### src/swc_pkg.sv
// Shared types and constants for the segment write coalescer.
// Used by swc_apb_regs and segment_write_coalescer; depends on nothing else.
`default_nettype none

package swc_pkg;

	// table sizing
	localparam int FRAME_ENTRIES = 32;
	localparam int NUM_CHIPS     = 2;
	localparam int CONTINUE_BIT  = 128;

	localparam int IDX_W = $clog2(FRAME_ENTRIES);
	localparam int CNT_W = $clog2(FRAME_ENTRIES + 1);
	localparam int TOT_W = $clog2(2 * FRAME_ENTRIES + 1);

	// field widths
	localparam int ADDR_W   = 6;
	localparam int DATA_W   = 8;
	localparam int CODE_W   = 7;
	localparam int CMD_W    = 8;
	localparam int KEY_W    = 1 + ADDR_W;
	localparam int NUM_KEYS = 2 ** KEY_W;

	// register port
	localparam int PADDR_W   = 3;
	localparam int PDATA_W   = 32;
	localparam int REG_IDX_W = 1;
	localparam logic [REG_IDX_W-1:0] REG_CHIP0 = 1'b0;
	localparam logic [REG_IDX_W-1:0] REG_CHIP1 = 1'b1;
	localparam logic [CODE_W-1:0] CHIP0_CODE_RST = 7'd96;
	localparam logic [CODE_W-1:0] CHIP1_CODE_RST = 7'd97;

	// table key: chip in the top bit, ram address below
	typedef logic [KEY_W-1:0] key_t;

	typedef struct packed {
		logic [CODE_W-1:0] chip0_code;
		logic [CODE_W-1:0] chip1_code;
	} sel_codes_t;

	// command byte for a write to the given chip
	function automatic logic [CMD_W-1:0] cmd_byte(input logic chip_sel,
			input sel_codes_t codes);
		logic [CODE_W-1:0] code;
		code = chip_sel ? codes.chip1_code : codes.chip0_code;
		return CMD_W'(CONTINUE_BIT) | CMD_W'(code);
	endfunction

endpackage

`default_nettype wire

### src/swc_apb_regs.sv
// Register port of the segment write coalescer: the two device-select codes.
// Depends on swc_pkg.
`default_nettype none

module swc_apb_regs (
	input  wire logic                        clk,
	input  wire logic                        arst_n,
	input  wire logic                        psel,
	input  wire logic                        penable,
	input  wire logic                        pwrite,
	input  wire logic [swc_pkg::PADDR_W-1:0] paddr,
	input  wire logic [swc_pkg::PDATA_W-1:0] pwdata,
	output logic      [swc_pkg::PDATA_W-1:0] prdata,
	output logic                             pready,
	output swc_pkg::sel_codes_t              codes
);
	import swc_pkg::*;

	logic [REG_IDX_W-1:0] reg_idx;
	logic                 wr_en;
	sel_codes_t           codes_q;

	// word index, byte lanes ignored
	assign reg_idx = paddr[PADDR_W-1:2];
	assign wr_en   = psel && penable && pwrite;
	assign pready  = 1'b1;

	// select-code registers
	always_ff @(posedge clk or negedge arst_n) begin
		if (!arst_n) begin
			codes_q.chip0_code <= CHIP0_CODE_RST;
			codes_q.chip1_code <= CHIP1_CODE_RST;
		end else if (wr_en) begin
			case (reg_idx)
				REG_CHIP0: codes_q.chip0_code <= pwdata[CODE_W-1:0];
				REG_CHIP1: codes_q.chip1_code <= pwdata[CODE_W-1:0];
				default:   codes_q <= codes_q;
			endcase
		end
	end

	// readback
	always_comb begin
		case (reg_idx)
			REG_CHIP0: prdata = PDATA_W'(codes_q.chip0_code);
			REG_CHIP1: prdata = PDATA_W'(codes_q.chip1_code);
			default:   prdata = '0;
		endcase
	end

	assign codes = codes_q;

endmodule

`default_nettype wire

### src/segment_write_coalescer.sv
// Segment write coalescer top level: key tables, merge sequencer, result register.
// Depends on swc_pkg and swc_apb_regs.
//
// Input channel (in_valid/in_stall): one request per item. operation 0 adds
// segment_bits into the frame entry of (chip, ram_address); operation 1 flushes.
// An add of a key already in the frame also passes through the merge state
// (read-modify-write of the key data memory). A full frame drops adds of new keys.
// A flush walks the previous frame's key list, then the current frame's key list;
// each entry visited passes through the read, lookup and emit states, and the emit
// step waits while the receiver stalls. The first write is loaded in an emit step.
// Output channel (out_valid/out_stall): one request per display write, in order:
// old keys first (zero data when absent from the new frame), then new keys;
// last_write marks the final write. A single output register holds a stalled
// write; the sequencer waits in its emit step until the register is free.
// in_stall is high while an add merge or a flush is in progress.
// Reset empties both frames and restores the select codes; no clearing pass is
// needed since per-key presence flags live in flip-flops.
// APB writes are expected only while the block is idle.
`default_nettype none

module segment_write_coalescer (
	input  wire logic                        clk,
	input  wire logic                        arst_n,
	// input requests
	input  wire logic                        in_valid,
	output logic                             in_stall,
	input  wire logic                        operation,
	input  wire logic                        chip,
	input  wire logic [swc_pkg::ADDR_W-1:0]  ram_address,
	input  wire logic [swc_pkg::DATA_W-1:0]  segment_bits,
	// output requests
	output logic                             out_valid,
	input  wire logic                        out_stall,
	output logic      [swc_pkg::CMD_W-1:0]   command_byte,
	output logic      [swc_pkg::ADDR_W-1:0]  out_address,
	output logic      [swc_pkg::DATA_W-1:0]  out_data,
	output logic                             last_write,
	// register port
	input  wire logic                        psel,
	input  wire logic                        penable,
	input  wire logic                        pwrite,
	input  wire logic [swc_pkg::PADDR_W-1:0] paddr,
	input  wire logic [swc_pkg::PDATA_W-1:0] pwdata,
	output logic      [swc_pkg::PDATA_W-1:0] prdata,
	output logic                             pready
);
	import swc_pkg::*;

	typedef enum logic [2:0] {
		ST_IDLE,
		ST_MERGE,
		ST_READ,
		ST_LOOKUP,
		ST_EMIT,
		ST_FINISH
	} state_t;

	sel_codes_t codes;

	swc_apb_regs u_regs (
		.clk     (clk),
		.arst_n  (arst_n),
		.psel    (psel),
		.penable (penable),
		.pwrite  (pwrite),
		.paddr   (paddr),
		.pwdata  (pwdata),
		.prdata  (prdata),
		.pready  (pready),
		.codes   (codes)
	);

	// memories: key lists (frame in the lower half, previous frame in the upper
	// half), per-key segment data
	key_t              key_mem [2 * FRAME_ENTRIES];
	logic [DATA_W-1:0] kd_mem  [NUM_KEYS];
	key_t              key_rd_q;
	logic [DATA_W-1:0] kd_rd_q;

	// control state
	state_t              state_q;
	logic                phase_q;
	logic [IDX_W-1:0]    idx_q;
	logic [CNT_W-1:0]    frame_cnt_q;
	logic [CNT_W-1:0]    prev_cnt_q;
	logic [CNT_W-1:0]    fresh_cnt_q;
	logic [TOT_W-1:0]    emit_cnt_q;
	logic [NUM_KEYS-1:0] in_frame_q;
	logic [NUM_KEYS-1:0] in_prev_q;
	key_t                key_s2;
	logic [DATA_W-1:0]   bits_s2;
	logic                emit_s2;
	logic                zero_s2;
	logic                out_valid_q;

	// request decode
	key_t             in_key;
	key_t             lk_key;
	logic             accept;
	logic             chip_ok;
	logic             add_acc;
	logic             add_new;
	logic             add_merge;
	logic             flush_acc;
	logic             frame_full;
	logic             idx_last;
	logic             out_free;
	logic             out_load;
	logic [TOT_W-1:0] total;
	logic [CNT_W-1:0] phase_cnt;

	assign in_key     = {chip, ram_address};
	assign in_stall   = (state_q != ST_IDLE);
	assign accept     = in_valid && !in_stall;
	assign chip_ok    = (int'(chip) < NUM_CHIPS);
	assign add_acc    = accept && !operation && chip_ok;
	assign frame_full = (frame_cnt_q == CNT_W'(FRAME_ENTRIES));
	assign add_new    = add_acc && !in_frame_q[in_key] && !frame_full;
	assign add_merge  = add_acc && in_frame_q[in_key];
	assign flush_acc  = accept && operation;

	assign lk_key    = key_rd_q;
	assign phase_cnt = phase_q ? frame_cnt_q : prev_cnt_q;
	assign idx_last  = ((CNT_W'(idx_q) + CNT_W'(1)) == phase_cnt);
	assign total     = TOT_W'(prev_cnt_q) + TOT_W'(fresh_cnt_q);
	assign out_free  = !out_valid_q || !out_stall;
	assign out_load  = (state_q == ST_EMIT) && emit_s2 && out_free;

	// key lists: adds append to the frame half, the second flush phase copies
	// frame keys into the previous half; one read per visited entry
	always_ff @(posedge clk) begin
		if (add_new)
			key_mem[{1'b0, frame_cnt_q[IDX_W-1:0]}] <= in_key;
		else if (state_q == ST_LOOKUP && phase_q)
			key_mem[{1'b1, idx_q}] <= key_rd_q;
		if (state_q == ST_READ)
			key_rd_q <= key_mem[{!phase_q, idx_q}];
	end

	// per-key segment data of the current frame
	always_ff @(posedge clk) begin
		if (add_new)
			kd_mem[in_key] <= segment_bits;
		else if (state_q == ST_MERGE)
			kd_mem[key_s2] <= kd_rd_q | bits_s2;
		if (add_merge)
			kd_rd_q <= kd_mem[in_key];
		else if (state_q == ST_LOOKUP)
			kd_rd_q <= kd_mem[lk_key];
	end

	// sequencer and result register
	always_ff @(posedge clk or negedge arst_n) begin
		if (!arst_n) begin
			state_q      <= ST_IDLE;
			phase_q      <= 1'b0;
			idx_q        <= '0;
			frame_cnt_q  <= '0;
			prev_cnt_q   <= '0;
			fresh_cnt_q  <= '0;
			emit_cnt_q   <= '0;
			in_frame_q   <= '0;
			in_prev_q    <= '0;
			key_s2       <= '0;
			bits_s2      <= '0;
			emit_s2      <= 1'b0;
			zero_s2      <= 1'b0;
			out_valid_q  <= 1'b0;
			command_byte <= '0;
			out_address  <= '0;
			out_data     <= '0;
			last_write   <= 1'b0;
		end else begin
			if (out_valid_q && !out_stall)
				out_valid_q <= 1'b0;

			case (state_q)
				ST_IDLE: begin
					if (add_new) begin
						in_frame_q[in_key] <= 1'b1;
						frame_cnt_q        <= frame_cnt_q + CNT_W'(1);
						if (!in_prev_q[in_key])
							fresh_cnt_q <= fresh_cnt_q + CNT_W'(1);
					end else if (add_merge) begin
						key_s2  <= in_key;
						bits_s2 <= segment_bits;
						state_q <= ST_MERGE;
					end else if (flush_acc) begin
						emit_cnt_q <= '0;
						idx_q      <= '0;
						if (prev_cnt_q != '0) begin
							phase_q <= 1'b0;
							state_q <= ST_READ;
						end else if (frame_cnt_q != '0) begin
							phase_q <= 1'b1;
							state_q <= ST_READ;
						end else begin
							state_q <= ST_FINISH;
						end
					end
				end
				ST_MERGE: begin
					state_q <= ST_IDLE;
				end
				ST_READ: begin
					state_q <= ST_LOOKUP;
				end
				// key is out of its list; fetch its data and presence
				ST_LOOKUP: begin
					key_s2  <= lk_key;
					emit_s2 <= !phase_q || !in_prev_q[lk_key];
					zero_s2 <= !phase_q && !in_frame_q[lk_key];
					state_q <= ST_EMIT;
				end
				// hand the write to the result register, then step on
				ST_EMIT: begin
					if (!emit_s2 || out_free) begin
						if (emit_s2) begin
							out_valid_q  <= 1'b1;
							command_byte <= cmd_byte(key_s2[KEY_W-1], codes);
							out_address  <= key_s2[ADDR_W-1:0];
							out_data     <= zero_s2 ? '0 : kd_rd_q;
							last_write   <= ((emit_cnt_q + TOT_W'(1)) == total);
							emit_cnt_q   <= emit_cnt_q + TOT_W'(1);
						end
						if (!idx_last) begin
							idx_q   <= idx_q + IDX_W'(1);
							state_q <= ST_READ;
						end else if (!phase_q && frame_cnt_q != '0) begin
							phase_q <= 1'b1;
							idx_q   <= '0;
							state_q <= ST_READ;
						end else begin
							state_q <= ST_FINISH;
						end
					end
				end
				// current frame becomes the previous one
				ST_FINISH: begin
					in_prev_q   <= in_frame_q;
					in_frame_q  <= '0;
					prev_cnt_q  <= frame_cnt_q;
					frame_cnt_q <= '0;
					fresh_cnt_q <= '0;
					state_q     <= ST_IDLE;
				end
				default: begin
					state_q <= ST_IDLE;
				end
			endcase
		end
	end

	assign out_valid = out_valid_q;

	// presence flags track the frame fill count
	a_frame_flags: assert property (@(posedge clk) disable iff (!arst_n)
		$countones(in_frame_q) == int'(frame_cnt_q))
		else $error("frame presence flags disagree with fill count");

	// new keys are a subset of the frame
	a_fresh_bound: assert property (@(posedge clk) disable iff (!arst_n)
		fresh_cnt_q <= frame_cnt_q)
		else $error("new key count exceeds frame count");

	// a held write is never overwritten
	a_no_overwrite: assert property (@(posedge clk) disable iff (!arst_n)
		(out_load && out_valid_q) |-> !out_stall)
		else $error("result register overwritten while stalled");

	// every write of a flush was produced before the tables swap
	a_flush_count: assert property (@(posedge clk) disable iff (!arst_n)
		(state_q == ST_FINISH) |-> (emit_cnt_q == total))
		else $error("flush write count mismatch");

endmodule

`default_nettype wire
### config.mk
export PLATFORM = sky130hd
export DESIGN_NAME = segment_write_coalescer
export DESIGN_NICKNAME = d
export VERILOG_FILES = /design/src/swc_pkg.sv /design/src/swc_apb_regs.sv /design/src/segment_write_coalescer.sv
export SDC_FILE = /design/constraint.sdc
export NUM_CORES = 2
export LEC_CHECK = 0
export BUFFER_PORTS_ARGS = -buffer_cell sky130_fd_sc_hd__clkbuf_2
export CORE_ASPECT_RATIO = 1.75
export CORE_UTILIZATION = 50
export CTS_CLUSTER_SIZE = 14
export DETAILED_ROUTE_END_ITERATION = 8
export PLACE_DENSITY = 0.74
export SLEW_MARGIN = 20
export SYNTH_ARGS = -nofsm -noshare
export SYNTH_HDL_FRONTEND = slang
export SYNTH_HIERARCHICAL = 1
export SYNTH_SLANG_ARGS = --single-unit
export TNS_END_PERCENT = 50
### constraint.sdc
create_clock -name clk -period 8.3 [get_ports clk]
set_input_delay 0.415 -clock clk [delete_from_list [all_inputs] [get_ports clk]]
set_output_delay 0.415 -clock clk [all_outputs]
set_load 0.05 [all_outputs]
==> flow_metrics.env <==
export IMPL_area_delta_synth_final_pct=10.5
export IMPL_finalHoldViolations=0
export IMPL_die_w_um=311
export IMPL_hold_slack_ps=71.3
export IMPL_power_density_nw_per_um2=247
export IMPL_setup_tns_final_ps=0
export IMPL_synth_edf_count=1487
export IMPL_core_um2=166000
export IMPL_cp_max_fo=64
export IMPL_drt_iter0_drc=7518
export IMPL_setup_slack_ps=3300
export IMPL_synthArstFlopShare_pct=18.8
export IMPL_grt_start_max_net_pins=226
export IMPL_cts_hold_buf=16
export IMPL_ys_top_cells_by_area="edfxtp_1 54%, mux4_2 13%, dfrtp_1 10%"
export IMPL_io_buffers=62
export IMPL_first_pass_iters=8
export IMPL_dieArea_um2=169000
export IMPL_setup_viol=0
export IMPL_worstPathArrival_ps=5530
export IMPL_syn_area_per_cell_um2=15.6
export IMPL_rows=198
export IMPL_rr_worst_depth=10
export IMPL_synth_top_cell_area_share_pct=53.5
export IMPL_r2r_setup_slack_ps=3680
export IMPL_drc=0
export IMPL_finalPower_mw=22.8
export IMPL_syn_inst=5351
export IMPL_wl_um=274000
export IMPL_holdPathEnd="u_regs/codes[7]$_DFFE_PN0P_"
export IMPL_grt_pass1_vias=55200
export IMPL_skew_ps=72.9
export IMPL_vdd_drop_max_mv=0.173
export IMPL_wl_per_cell_um=35.6
export IMPL_grt_overflow_total=0
export IMPL_drive_gt1_share_pct=23.1
export IMPL_min_from="penable"
export IMPL_clkTransAtPathRegs_ps=60
export IMPL_status="completed"
export IMPL_maxCapViolCount=0
export IMPL_ant_nets=0
export IMPL_p_leak_nw=30.4
export IMPL_insertion_delay_ps=830
export IMPL_grt_usage_pct=32.3
export IMPL_worstPathRequired_ps=8830
export IMPL_synthDistinctLibCells=81
export IMPL_yosysSeqAreaShare_pct=63.9
export IMPL_post_cts_resized=0
export IMPL_slew_headroom_pct=15.7
export IMPL_critPathCaptureType="flip-flop"
export IMPL_hold_path_depth=3
export IMPL_ys_ff_latch=1832
export IMPL_die_y_um=542
export IMPL_post_cts_buffers=0
export IMPL_r2r_end="kd_mem[120][3]$_DFFE_PP_"
export IMPL_hp_class="input port to flip-flop"
export IMPL_synth_warnings=6
export IMPL_place_ws_ps=2640
export IMPL_htreeDepth=4
export IMPL_period_needed_ps=5000
export IMPL_rr_startpoint="in_frame_q[111]$_DFFE_PN0P_"
export IMPL_cts_tree="built"
export IMPL_layout_common_cells="1,487 x edfxtp_1, 574 x nand2_1, 490 x mux4_2, 402 x a22oi_1, 336 x dfrtp_1"
export IMPL_fmax_mhz=200
export IMPL_synth_area_um2=83400
export IMPL_yosys_most_used_dff="edfxtp_1"
export IMPL_rsz0062_at_grt="false"
export IMPL_cts_buffers=168
export IMPL_hpwlAfterDp_um=173000
export IMPL_clk_path_buf_depth=4
export IMPL_cts_root_buf="clkbuf_16"
export IMPL_via_per_inst=7.14
export IMPL_ios=116
export IMPL_gp_congestion=0.993
export IMPL_critPathLaunchType="input port"
export IMPL_grt_antenna_before_repair=31
export IMPL_nets=5438
export IMPL_grt_pass1_wl_um=391000
export IMPL_critPathKind="input port to flip-flop"
export IMPL_drv_slew=0
export IMPL_final_common_cell="edfxtp_1"
export IMPL_start_util_pct=50.3
export IMPL_vias=54800
export IMPL_worst_pin_slew_ps=1260
export IMPL_layout_cells_non_filler=7681
export IMPL_post_route_period_util_pct=60.2
export IMPL_clock_sinks=1832
export IMPL_dp_cells=7377
export IMPL_yosysTopAreaCell="edfxtp_1"
-- cell type report --
class | count | area (um2)
clock buffers | 226 | 4570
flip-flops and latches | 1832 | 53300
repair buffers | 303 | 2410
inverters | 13 | 48.8
clock inverters | 45 | 283
diodes | 12 | 30.0
fillers | 12800 | 73700
multi-input cells | 3050 | 28800
well taps | 2200 | 2750
-- synthesized netlist by cell type, drive strengths merged (11+ instances only) --
master,count
nand4,37
nand2,583
nor3,156
mux2,127
a21o,11
nand3,26
and3,12
nor4,44
a41oi,47
buf,189
dfrtp,340
edfxtp,1487
a22o,20
o21ai,117
nor2b,15
a22oi,403
o211ai,16
o221ai,35
clkbuf,291
nor2,85
xnor2,18
a221oi,59
nand2b,25
o22ai,81
a32o,128
ha,11
mux4,490
a41o,15
mux2i,203
a21oi,127
-- state kept, by name (all words and copies together) (netlist names), 3 cells and up --
| signal | count |
|---|---|
| key_rd_q | 7 |
| u_regs/codes | 14 |
| key_s2 | 7 |
| fresh_cnt_q | 6 |
| command_byte | 8 |
| state_q | 3 |
| in_prev_q | 128 |
| kd_rd_q | 8 |
| out_address | 6 |
| key_mem | 448 |
| kd_mem | 1024 |
| emit_cnt_q | 7 |
| frame_cnt_q | 6 |
| out_data | 8 |
| bits_s2 | 8 |
| idx_q | 5 |
| in_frame_q | 128 |
| prev_cnt_q | 6 |
-- routing by layer --
metal / global-route usage (%) / up-vias / share of wire (%) / wire length, um
met5: 0.201 / - / 0.11 / 299
met1: 34.9 / 27600 / 30 / 81800
li1: - / 21900 / - / -
met4: 29.5 / 36 / 11 / 30800
met2: 52.2 / 4041 / 47 / 130000
met3: 8.48 / 1277 / 11 / 31000
-- critical path, stage by stage --
cell and delay (ps):
buf_6 440, nand2b_1 550, buf_4 340, o22ai_1 120
o21ai_0 490, a41oi_1 510, nor4_4 380, buf_4 340
a31oi_4 120, buf_4 480, nor3_1 930, buf_4 280
-- stage by stage --
step | area [um2] | util [%]
detailed placement | 87000 | 52.4
global route | 92200 | 55.6
CTS | 92100 | 55.5
finish | 92200 | 55.6
global placement | 87000 | 52.4
floorplan | 83500 | -
-- kinds of logic (layout without fill, tap and decap cells) --
family	Yosys count	after routing	share of synthesized area, %
DFF	1832	1832	63.9
xor gates and xnor gates	25	25	0.262
adders and majority gates	12	12	0.189
and+or+nand+nor	1034	1034	5.63
muxes	820	820	17.4
buffers and inverters	493	587	2.55
other	2	38	0.00900
AOI/OAI and AO/OA	1133	1133	10.1
-- how the worst max path moves through the flow --
| stage | start | endpoint | cells past startpoint |
|---|---|---|---|
| floorplan | ram_address[0] | kd_mem[102][0]$_DFFE_PP_ | 10 |
| global placement | ram_address[1] | kd_mem[120][3]$_DFFE_PP_ | 12 |
| detailed placement | ram_address[1] | kd_mem[120][3]$_DFFE_PP_ | 12 |
| CTS | ram_address[1] | kd_mem[120][6]$_DFFE_PP_ | 12 |
| global route | ram_address[1] | kd_mem[120][7]$_DFFE_PP_ | 12 |
| finish | ram_address[1] | kd_mem[120][3]$_DFFE_PP_ | 12 |
-- power breakdown --
part	leakage [nW]	internal (mW)	switching (mW)	total, mW
Sequential	18.1	10.5	0.300	10.8
Combinational	10.0	1.65	3.07	4.72
Clock	2.37	3.90	3.35	7.25
Total	30.4	16.1	6.72	22.8
No activity file was read; power rests on OpenSTA's default activity.
